## src/design/tpe_pkg.sv

```systemverilog
`default_nettype none

package tpe_pkg;

  // field widths of the command and response channels
  localparam int unsigned CmdW    = 3;
  localparam int unsigned HandleW = 5;
  localparam int unsigned PeriodW = 16;
  localparam int unsigned KindW   = 2;

  // command codes
  localparam logic [CmdW-1:0] CMD_TICK    = 3'd0;
  localparam logic [CmdW-1:0] CMD_ALLOC   = 3'd1;
  localparam logic [CmdW-1:0] CMD_KILL    = 3'd2;
  localparam logic [CmdW-1:0] CMD_RESTART = 3'd3;
  localparam logic [CmdW-1:0] CMD_POLL    = 3'd4;

  // response kinds
  localparam logic [KindW-1:0] KIND_ACK    = 2'd0;
  localparam logic [KindW-1:0] KIND_ALLOC  = 2'd1;
  localparam logic [KindW-1:0] KIND_EXPIRY = 2'd2;

  // period limit and saturation value of the elapsed count
  localparam logic [PeriodW-1:0] PERIOD_MAX = 16'd60000;
  localparam logic [PeriodW-1:0] COUNT_SAT  = 16'd60001;

  // one stored slot word
  typedef struct packed {
    logic [PeriodW-1:0] period;
    logic [PeriodW-1:0] elapsed;
  } slot_word_t;

  // results of the shared slot unit
  typedef struct packed {
    logic [PeriodW-1:0] elapsed_inc;
    logic               expired;
    logic               period_ok;
  } alu_res_t;

endpackage

`default_nettype wire

```

## src/design/tpe_if.sv

```systemverilog
`default_nettype none

// command channel
interface tpe_cmd_if import tpe_pkg::*; ();
  logic               valid;
  logic               ready;
  logic [CmdW-1:0]    command;
  logic [HandleW-1:0] handle;
  logic [PeriodW-1:0] elapse;
  logic               has_action;

  modport source (output valid, command, handle, elapse, has_action, input ready);
  modport sink   (input valid, command, handle, elapse, has_action, output ready);
endinterface

// response channel
interface tpe_rsp_if import tpe_pkg::*; ();
  logic               valid;
  logic               ready;
  logic [KindW-1:0]   kind;
  logic [HandleW-1:0] timer_id;
  logic               last;

  modport source (output valid, kind, timer_id, last, input ready);
  modport sink   (input valid, kind, timer_id, last, output ready);
endinterface

`default_nettype wire

```

## src/design/tpe_slot_ram.sv

```systemverilog
`default_nettype none

module tpe_slot_ram import tpe_pkg::*; #(
  parameter int unsigned Depth = 16,
  parameter int unsigned AddrW = 4
) (
  input  wire logic             clk_i,
  input  wire logic             we_i,
  input  wire logic [AddrW-1:0] waddr_i,
  input  wire slot_word_t       wdata_i,
  input  wire logic             re_i,
  input  wire logic [AddrW-1:0] raddr_i,
  output slot_word_t            rdata_o
);

  slot_word_t mem_q [Depth];
  slot_word_t rdata_q;

  // single write port, registered read port
  always_ff @(posedge clk_i) begin
    if (we_i) begin
      mem_q[waddr_i] <= wdata_i;
    end
    if (re_i) begin
      rdata_q <= mem_q[raddr_i];
    end
  end

  assign rdata_o = rdata_q;

endmodule

`default_nettype wire

```

## src/design/tpe_slot_alu.sv

```systemverilog
`default_nettype none

module tpe_slot_alu import tpe_pkg::*; (
  input  wire slot_word_t         slot_i,
  input  wire logic [PeriodW-1:0] elapse_i,
  output alu_res_t                res_o
);

  logic [PeriodW:0] inc;

  // saturating increment, expiry compare and period range check
  always_comb begin
    inc = {1'b0, slot_i.elapsed} + {{PeriodW{1'b0}}, 1'b1};
    res_o.elapsed_inc = (inc > {1'b0, PERIOD_MAX}) ? COUNT_SAT : inc[PeriodW-1:0];
    res_o.expired     = (slot_i.elapsed >= slot_i.period);
    res_o.period_ok   = (elapse_i <= PERIOD_MAX);
  end

endmodule

`default_nettype wire

```

## src/design/tpe_seq.sv

```systemverilog
`default_nettype none

module tpe_seq import tpe_pkg::*; #(
  parameter int unsigned PoolDepth = 16,
  parameter int unsigned IdxW      = 4,
  parameter int unsigned CntW      = 5
) (
  input  wire logic               clk_i,
  input  wire logic               rst_ni,
  tpe_cmd_if.sink                 cmd_i,
  tpe_rsp_if.source               rsp_o,
  output logic                    ram_we_o,
  output logic [IdxW-1:0]         ram_waddr_o,
  output slot_word_t              ram_wdata_o,
  output logic                    ram_re_o,
  output logic [IdxW-1:0]         ram_raddr_o,
  input  wire slot_word_t         ram_rdata_i,
  output logic [PeriodW-1:0]      alu_elapse_o,
  input  wire alu_res_t           alu_res_i
);

  localparam logic [1:0] S_IDLE  = 2'd0;
  localparam logic [1:0] S_WALK  = 2'd1;
  localparam logic [1:0] S_ALLOC = 2'd2;
  localparam logic [1:0] S_ACK   = 2'd3;

  logic [1:0]           state_q, state_d;
  logic [CmdW-1:0]      op_q, op_d;
  logic [PeriodW-1:0]   elapse_q, elapse_d;
  logic                 action_q, action_d;
  logic [CntW-1:0]      idx_q, idx_d;
  logic                 pv_q, pv_d;
  logic [IdxW-1:0]      pidx_q, pidx_d;
  logic [PoolDepth-1:0] busy_q, busy_d;
  logic [PoolDepth-1:0] act_q, act_d;

  logic                 out_valid_q, out_valid_d;
  logic [KindW-1:0]     out_kind_q, out_kind_d;
  logic [HandleW-1:0]   out_id_q, out_id_d;
  logic                 out_last_q, out_last_d;

  logic                 out_free;
  logic [7:0]           hsub;
  logic                 handle_ok;
  logic [IdxW-1:0]      hslot;
  logic [IdxW-1:0]      islot;
  logic [7:0]           pid8;
  logic [7:0]           aid8;
  logic                 walk_done;
  logic                 proc_busy;
  logic                 proc_exp;
  logic                 ev;

  assign out_free  = !out_valid_q || rsp_o.ready;
  assign hsub      = 8'(cmd_i.handle) - 8'd1;
  assign handle_ok = (cmd_i.handle != '0) && (8'(cmd_i.handle) <= 8'(PoolDepth));
  assign hslot     = hsub[IdxW-1:0];
  assign islot     = idx_q[IdxW-1:0];
  assign pid8      = 8'(pidx_q) + 8'd1;
  assign aid8      = 8'(idx_q) + 8'd1;
  assign walk_done = (idx_q == CntW'(PoolDepth));
  assign proc_busy = busy_q[pidx_q];
  assign proc_exp  = proc_busy && alu_res_i.expired;
  assign ev        = (op_q == CMD_POLL) && pv_q && proc_exp && act_q[pidx_q];

  assign cmd_i.ready  = (state_q == S_IDLE);
  assign alu_elapse_o = (state_q == S_IDLE) ? cmd_i.elapse : elapse_q;

  assign rsp_o.valid    = out_valid_q;
  assign rsp_o.kind     = out_kind_q;
  assign rsp_o.timer_id = out_id_q;
  assign rsp_o.last     = out_last_q;

  // command sequencer
  always_comb begin
    state_d     = state_q;
    op_d        = op_q;
    elapse_d    = elapse_q;
    action_d    = action_q;
    idx_d       = idx_q;
    pv_d        = pv_q;
    pidx_d      = pidx_q;
    busy_d      = busy_q;
    act_d       = act_q;
    ram_we_o    = 1'b0;
    ram_waddr_o = pidx_q;
    ram_wdata_o = '0;
    ram_re_o    = 1'b0;
    ram_raddr_o = islot;
    out_valid_d = out_valid_q && !rsp_o.ready;
    out_kind_d  = out_kind_q;
    out_id_d    = out_id_q;
    out_last_d  = out_last_q;

    unique case (state_q)
      S_IDLE: begin
        if (cmd_i.valid) begin
          op_d     = cmd_i.command;
          elapse_d = cmd_i.elapse;
          action_d = cmd_i.has_action;
          idx_d    = '0;
          pv_d     = 1'b0;
          case (cmd_i.command) inside
            CMD_TICK, CMD_POLL: begin
              state_d = S_WALK;
            end
            CMD_ALLOC: begin
              state_d = S_ALLOC;
            end
            CMD_KILL: begin
              if (handle_ok) begin
                busy_d[hslot] = 1'b0;
                act_d[hslot]  = 1'b0;
              end
              state_d = S_ACK;
            end
            CMD_RESTART: begin
              if (handle_ok && alu_res_i.period_ok) begin
                ram_we_o            = 1'b1;
                ram_waddr_o         = hslot;
                ram_wdata_o.period  = cmd_i.elapse;
                ram_wdata_o.elapsed = '0;
                busy_d[hslot]       = 1'b1;
              end
              state_d = S_ACK;
            end
            default: begin
              state_d = S_ACK;
            end
          endcase
        end
      end

      // read slot idx while updating the slot whose read was issued before it
      S_WALK: begin
        if (!(ev && !out_free)) begin
          if (pv_q) begin
            if (op_q == CMD_TICK && proc_busy) begin
              ram_we_o            = 1'b1;
              ram_wdata_o.period  = ram_rdata_i.period;
              ram_wdata_o.elapsed = alu_res_i.elapsed_inc;
            end else if (op_q == CMD_POLL && proc_exp) begin
              ram_we_o            = 1'b1;
              ram_wdata_o.period  = ram_rdata_i.period;
              ram_wdata_o.elapsed = '0;
            end
            if (ev) begin
              out_valid_d = 1'b1;
              out_kind_d  = KIND_EXPIRY;
              out_id_d    = pid8[HandleW-1:0];
              out_last_d  = 1'b0;
            end
          end
          if (walk_done) begin
            pv_d    = 1'b0;
            state_d = S_ACK;
          end else begin
            ram_re_o = 1'b1;
            pidx_d   = islot;
            pv_d     = 1'b1;
            idx_d    = idx_q + CntW'(1);
          end
        end
      end

      // look for the lowest free slot, one slot per cycle
      S_ALLOC: begin
        if (walk_done) begin
          if (out_free) begin
            out_valid_d = 1'b1;
            out_kind_d  = KIND_ALLOC;
            out_id_d    = '0;
            out_last_d  = 1'b1;
            state_d     = S_IDLE;
          end
        end else if (busy_q[islot]) begin
          idx_d = idx_q + CntW'(1);
        end else if (out_free) begin
          out_valid_d = 1'b1;
          out_kind_d  = KIND_ALLOC;
          out_last_d  = 1'b1;
          out_id_d    = '0;
          if (alu_res_i.period_ok) begin
            ram_we_o            = 1'b1;
            ram_waddr_o         = islot;
            ram_wdata_o.period  = elapse_q;
            ram_wdata_o.elapsed = '0;
            busy_d[islot]       = 1'b1;
            act_d[islot]        = action_q;
            out_id_d            = aid8[HandleW-1:0];
          end
          state_d = S_IDLE;
        end
      end

      S_ACK: begin
        if (out_free) begin
          out_valid_d = 1'b1;
          out_kind_d  = KIND_ACK;
          out_id_d    = '0;
          out_last_d  = 1'b1;
          state_d     = S_IDLE;
        end
      end

      default: begin
        state_d = S_IDLE;
      end
    endcase
  end

  // control state
  always_ff @(posedge clk_i or negedge rst_ni) begin
    if (!rst_ni) begin
      state_q     <= S_IDLE;
      idx_q       <= '0;
      pv_q        <= 1'b0;
      busy_q      <= '0;
      act_q       <= '0;
      out_valid_q <= 1'b0;
    end else begin
      state_q     <= state_d;
      idx_q       <= idx_d;
      pv_q        <= pv_d;
      busy_q      <= busy_d;
      act_q       <= act_d;
      out_valid_q <= out_valid_d;
    end
  end

  // payload registers
  always_ff @(posedge clk_i) begin
    op_q       <= op_d;
    elapse_q   <= elapse_d;
    action_q   <= action_d;
    pidx_q     <= pidx_d;
    out_kind_q <= out_kind_d;
    out_id_q   <= out_id_d;
    out_last_q <= out_last_d;
  end

endmodule

`default_nettype wire

```

## src/design/timer_pool_engine.sv

```systemverilog
// Tick and poll: walk the period/count memory one slot per cycle, pausing while an
// expiry event waits on rsp_o, then acknowledge.
// Allocate: scan the busy flags one slot per cycle for the lowest free slot.
// Kill, restart and unknown commands are acknowledged directly. One command is in work at a time.
// Reset clears the busy and action flags and the handshake state asynchronously;
// the period/count memory is not cleared; a slot's word is only used once the slot is written.
`default_nettype none

module timer_pool_engine import tpe_pkg::*; #(
  parameter int unsigned POOL_DEPTH = 16
) (
  input  wire logic  clk_i,
  input  wire logic  rst_ni,
  tpe_cmd_if.sink    cmd_i,
  tpe_rsp_if.source  rsp_o
);

  localparam int unsigned IdxW = (POOL_DEPTH > 1) ? $clog2(POOL_DEPTH) : 1;
  localparam int unsigned CntW = $clog2(POOL_DEPTH + 1);

  logic               ram_we;
  logic [IdxW-1:0]    ram_waddr;
  slot_word_t         ram_wdata;
  logic               ram_re;
  logic [IdxW-1:0]    ram_raddr;
  slot_word_t         ram_rdata;
  logic [PeriodW-1:0] alu_elapse;
  alu_res_t           alu_res;

  // sequencer, flags and response register
  tpe_seq #(
    .PoolDepth (POOL_DEPTH),
    .IdxW      (IdxW),
    .CntW      (CntW)
  ) u_seq (
    .clk_i        (clk_i),
    .rst_ni       (rst_ni),
    .cmd_i        (cmd_i),
    .rsp_o        (rsp_o),
    .ram_we_o     (ram_we),
    .ram_waddr_o  (ram_waddr),
    .ram_wdata_o  (ram_wdata),
    .ram_re_o     (ram_re),
    .ram_raddr_o  (ram_raddr),
    .ram_rdata_i  (ram_rdata),
    .alu_elapse_o (alu_elapse),
    .alu_res_i    (alu_res)
  );

  // period and elapsed count store
  tpe_slot_ram #(
    .Depth (POOL_DEPTH),
    .AddrW (IdxW)
  ) u_ram (
    .clk_i   (clk_i),
    .we_i    (ram_we),
    .waddr_i (ram_waddr),
    .wdata_i (ram_wdata),
    .re_i    (ram_re),
    .raddr_i (ram_raddr),
    .rdata_o (ram_rdata)
  );

  // shared increment and compare unit
  tpe_slot_alu u_alu (
    .slot_i   (ram_rdata),
    .elapse_i (alu_elapse),
    .res_o    (alu_res)
  );

endmodule

`default_nettype wire

```

## src/flat_wrapper.sv

```systemverilog
// flat-port wrapper written by rule: the top's interface ports become plain ports
module timer_pool_engine_flat import tpe_pkg::*;
#(
  parameter int unsigned POOL_DEPTH = 16
)
  (clk_i, rst_ni, cmd_i_valid, cmd_i_command, cmd_i_handle, cmd_i_elapse, cmd_i_has_action, cmd_i_ready, rsp_o_valid, rsp_o_kind, rsp_o_timer_id, rsp_o_last, rsp_o_ready);
  tpe_cmd_if cmd_i_i ();
  tpe_rsp_if rsp_o_i ();
  input  wire logic clk_i;
  input  wire logic rst_ni;
  input wire logic [$bits(cmd_i_i.valid)-1:0] cmd_i_valid;
  input wire logic [$bits(cmd_i_i.command)-1:0] cmd_i_command;
  input wire logic [$bits(cmd_i_i.handle)-1:0] cmd_i_handle;
  input wire logic [$bits(cmd_i_i.elapse)-1:0] cmd_i_elapse;
  input wire logic [$bits(cmd_i_i.has_action)-1:0] cmd_i_has_action;
  output wire logic [$bits(cmd_i_i.ready)-1:0] cmd_i_ready;
  output wire logic [$bits(rsp_o_i.valid)-1:0] rsp_o_valid;
  output wire logic [$bits(rsp_o_i.kind)-1:0] rsp_o_kind;
  output wire logic [$bits(rsp_o_i.timer_id)-1:0] rsp_o_timer_id;
  output wire logic [$bits(rsp_o_i.last)-1:0] rsp_o_last;
  input wire logic [$bits(rsp_o_i.ready)-1:0] rsp_o_ready;
  assign cmd_i_i.valid = cmd_i_valid;
  assign cmd_i_i.command = cmd_i_command;
  assign cmd_i_i.handle = cmd_i_handle;
  assign cmd_i_i.elapse = cmd_i_elapse;
  assign cmd_i_i.has_action = cmd_i_has_action;
  assign cmd_i_ready = cmd_i_i.ready;
  assign rsp_o_valid = rsp_o_i.valid;
  assign rsp_o_kind = rsp_o_i.kind;
  assign rsp_o_timer_id = rsp_o_i.timer_id;
  assign rsp_o_last = rsp_o_i.last;
  assign rsp_o_i.ready = rsp_o_ready;
  timer_pool_engine #(.POOL_DEPTH(POOL_DEPTH)) u_core (.clk_i(clk_i), .rst_ni(rst_ni), .cmd_i(cmd_i_i), .rsp_o(rsp_o_i));
endmodule
```

## config.mk

```make
export PLATFORM = sky130hd
export DESIGN_NAME = timer_pool_engine_flat
export DESIGN_NICKNAME = d
export VERILOG_FILES = /design/src/design/tpe_pkg.sv /design/src/design/tpe_if.sv /design/src/design/tpe_slot_ram.sv /design/src/design/tpe_slot_alu.sv /design/src/design/tpe_seq.sv /design/src/design/timer_pool_engine.sv /design/src/flat_wrapper.sv
export SDC_FILE = /design/constraint.sdc
export NUM_CORES = 1
export LEC_CHECK = 0
export ABC_AREA = 0
export BUFFER_PORTS_ARGS = -buffer_cell sky130_fd_sc_hd__buf_4
export CORE_ASPECT_RATIO = 1.25
export CORE_MARGIN = 4
export CORE_UTILIZATION = 34
export CTS_BUF_LIST = sky130_fd_sc_hd__clkbuf_8
export CTS_CLUSTER_DIAMETER = 120
export DETAILED_ROUTE_END_ITERATION = 10
export SYNTH_ARGS = -nofsm -noshare
export SYNTH_HDL_FRONTEND = slang
export SYNTH_SLANG_ARGS = --single-unit
```

## constraint.sdc

```tcl
create_clock -name clk_i -period 5.3 [get_ports clk_i]
set_input_delay 0.265 -clock clk_i [delete_from_list [all_inputs] [get_ports clk_i]]
set_output_delay 0.265 -clock clk_i [all_outputs]
set_load 0.02 [all_outputs]
```

==> flow_summary.yaml <==
synthesis:
  synth-main-ff-cell: "edfxtp_1"
  synth_edf_count: 576
  yosys_warnings: 0
  synth_nets: 1480
  synth_top_area_share_pct: 65.99
  ys_async_sr_fraction_pct: 6.645
  netlist_area_mm2: 0.02621
  avgSynthCellArea_um2: 18.48
  yosysTopAreaCell: "edfxtp_1"
  ys_seq_area_share_pct: 69.91
  syn_inst: 1418
  synth-seq-cells: 617
  synth_area_leaders: "edfxtp_1, mux4_2, dfrtp_1"
  synth_cell_types: 87
worst_setup_path:
  crit_required_ps: 5600
  critPathMaxFanout: 40
  crit_type: "reg2reg"
  crit_start: "u_core.u_seq.idx_q[1]"
  cp-endpoint: "u_core.u_ram.mem_q[2][4]"
  reg2reg_from: "u_core.u_seq.idx_q[1]"
  reg2reg_to: "u_core.u_ram.mem_q[2][4]"
  startpoint_type: "register"
  reg2reg_depth: 10
  r2r_slack_ps: 980
  critPathCaptureType: "register"
  cp.arrival_ps: 4610
timing:
  rsz0062_at_grt: "false"
  finalSetupViolations: 0
  skew_ps: 39.39
  finalCritPeriodShare_pct: 81.43
  max_freq_mhz: 231.7
  drv_slew: 0
  slew_headroom_pct: 20.49
  setup-tns-final_ps: 0
  period_minus_slack_ps: 4316
  hold_violations: 0
  worstMarginPinSlew_ps: 1188
power:
  leakage_nw: 10.33
  power_density_mw_per_mm2: 481.2
  ir_drop_v: 0.0002013
cts:
  ctsLongestPathBuffers: 3
  clockRootBuffer: "clkbuf_8"
  cts.sinks: 617
  cts_tree: "yes"
  cts_resized: 0
  cts_inserted_buffers: 96
  clkSlewWorstSetupHoldPaths_ps: 60
  worstSkewPairLatency_ps: 700
  htreeDepth: 3
global_routing:
  grt_usage_pct: 15.16
  antenna_found_initial: 1
  grt_pass1_vias: 14800
  grt_start_max_net_pins: 66
  grt_pass1_wl_um: 94450
  gr-total-overflow: 0
route:
  wl_per_cell_um: 23.77
  dr.pass1.iters: 8
  drc: 0
  drt-vias-per-instance: 5.381
  ant_nets: 0
  wl_um: 61870
  drtIter0Drc: 1227
  num_vias: 14010
floorplan:
  die-area_mm2: 0.08162
  dieWidth_um: 256.3
  die_h_um: 318.4
  design.portCount: 39
  core-area_mm2: 0.07621
  fp-row-count: 113
  start_util_pct: 34.39
finish:
  area_growth_pct: 13.99
  fin_cells: 2603
  layout-drive-gt1-share_pct: 26.52
  nets: 1613
status:
  outcome: "finished, final reports clean"
place:
  place_congestion: 0.8457
  port_buffers: 38
  dp_cells: 2407
  dp_hpwl_um: 37420
flow_run:
  drv_cap: 0
min_path:
  hp-class: "in2async"
## cells in the final DEF (no fill, tap or decap), types with 5 or more instances in the layout
cell,Yosys,final
and2_1,8,8
mux2i_1,18,18
nand2b_1,7,7
a21oi_1,60,59
a222oi_1,19,19
xor2_1,7,7
xnor2_1,12,12
clkinv_2,0,15
nor3_1,13,12
a21bo_1,6,6
a32o_1,7,7
nor2_1,60,48
a21boi_0,6,6
clkbuf_8,0,96
nand3_1,19,19
dfrtp_1,41,38
o21ai_0,30,30
nand2_1,52,52
edfxtp_1,576,576
and3_1,12,12
nor3b_1,5,5
mux4_2,167,167
nor2_4,0,12
inv_1,35,56
a31oi_1,7,7
clkinv_1,0,29
buf_4,4,86
nand4_1,6,6
mux2_2,8,8
ha_1,33,33
nor2b_1,11,11
a21boi_1,7,7
o21bai_1,7,7
dlygate4sd3_1,0,23
## state kept, by name, indices dropped and copies added, names as in the netlist, named ones only
register / flops
u_core.u_seq.elapse_q: 16
u_core.u_seq.pidx_q: 4
u_core.u_ram.rdata_o: 32
u_core.u_ram.mem_q: 512
u_core.u_seq.state_q: 2
u_core.u_seq.op_q: 3
u_core.u_seq.rsp_o.kind: 2
u_core.u_seq.rsp_o.timer_id: 5
u_core.u_seq.rsp_o.valid: 1
u_core.u_seq.action_q: 1
u_core.u_seq.idx_q: 5
u_core.u_seq.pv_q: 1
u_core.u_seq.act_q: 16
u_core.u_seq.rsp_o.last: 1
## logic make-up after synthesis
logic type | after synthesis | synth area share (%)
AND/OR/NAND/NOR | 222 | 4.397
flip-flops | 617 | 69.91
buffers and inverters | 111 | 1.776
XOR/XNOR | 19 | 0.6349
adder cells (fa/ha/maj) | 33 | 1.575
AO/OA/AOI/OAI | 219 | 6.115
multiplexers | 197 | 15.60
## layer usage
metal,up-vias,track usage (%),part of all wire [%]
li1,6130,-,-
met1,7325,19.82,41
met2,457,25.97,51
met3,94,2.251,5.6
met4,0,5.292,2.5
met5,-,0,0
## critical path, stage by stage (launching register included)
cell,delay [ps]
dfrtp_4,840
inv_1,200
ha_1,330
a311oi_1,380
a32oi_2,130
a21o_4,270
mux2_4,310
a221oi_2,330
o2111ai_2,360
nor2_4,180
buf_4,560
## metrics by stage
step	power [W]	setup slack (ps)	utilization (%)	instance area (um2)	hold WS (ps)
3_3_place_gp	0.01079	1168	36.62	27910	294.5
2_1_floorplan	0.009519	50.09	-	26210	-30.59
6_report	0.01438	984.1	39.20	29880	114.2
5_1_grt	0.01517	758.8	39.20	29880	155.9
4_1_cts	0.01453	954.9	39.20	29870	74.70
3_5_place_dp	0.01085	1006	36.62	27910	294.2
## cells in the mapped netlist, drive strengths merged (5+ instances only)
cell,number
ha,33
xnor2,12
edfxtp,576
a31oi,7
mux2,12
nor2b,11
nand3,20
nor3,13
clkbuf,47
o21ai,36
mux4,167
o21bai,7
inv,36
and3,12
nand2,53
dfrtp,41
nor2,63
xor2,7
a32o,7
a21o,5
and2,8
a21oi,61
a21bo,6
nand2b,7
nand4,7
nor4,6
buf,28
mux2i,18
a222oi,19
nor3b,5
a21boi,13
## layout make-up
class / count / area (um2)
fillers: 6809 / 46330
flip-flops and latches: 617 / 18330
multi-input cells: 690 / 7556
clock buffers: 96 / 1321
well taps: 977 / 1222
repair buffers: 110 / 895.9
clock inverters: 76 / 411.6
inverters: 36 / 135.1
diodes: 1 / 2.502
## how the worst min path moves through the flow
| stage | startpoint | to | slack [ps] | depth (start not counted) |
|---|---|---|---|---|
| after floorplan | rst_ni | asynchronous set/reset pin | -30 | 0 |
| final | rst_ni | u_core.u_seq.idx_q[2] | 110 | 2 |
| after CTS | rst_ni | u_core.u_seq.state_q[1] | 70 | 2 |
| after global placement | rst_ni | u_core.u_seq.idx_q[2] | 290 | 1 |
| after global routing | rst_ni | u_core.u_seq.idx_q[2] | 160 | 2 |
| after detailed placement | rst_ni | u_core.u_seq.idx_q[2] | 290 | 1 |
## report_power, final
part	switching, W	internal, W	leakage (nW)
Clock	0.00184	0.00180	0.967
Combinational	0.00234	0.00184	3.12
Sequential	0.000560	0.00599	6.24
## what timing repair did
item,CTS,global route
endpoints found under the hold margin,65,0
setup endpoints to repair,0,0
hold buffers,23,0
setup buffers,0,0
(Power assumes the default switching activity.)
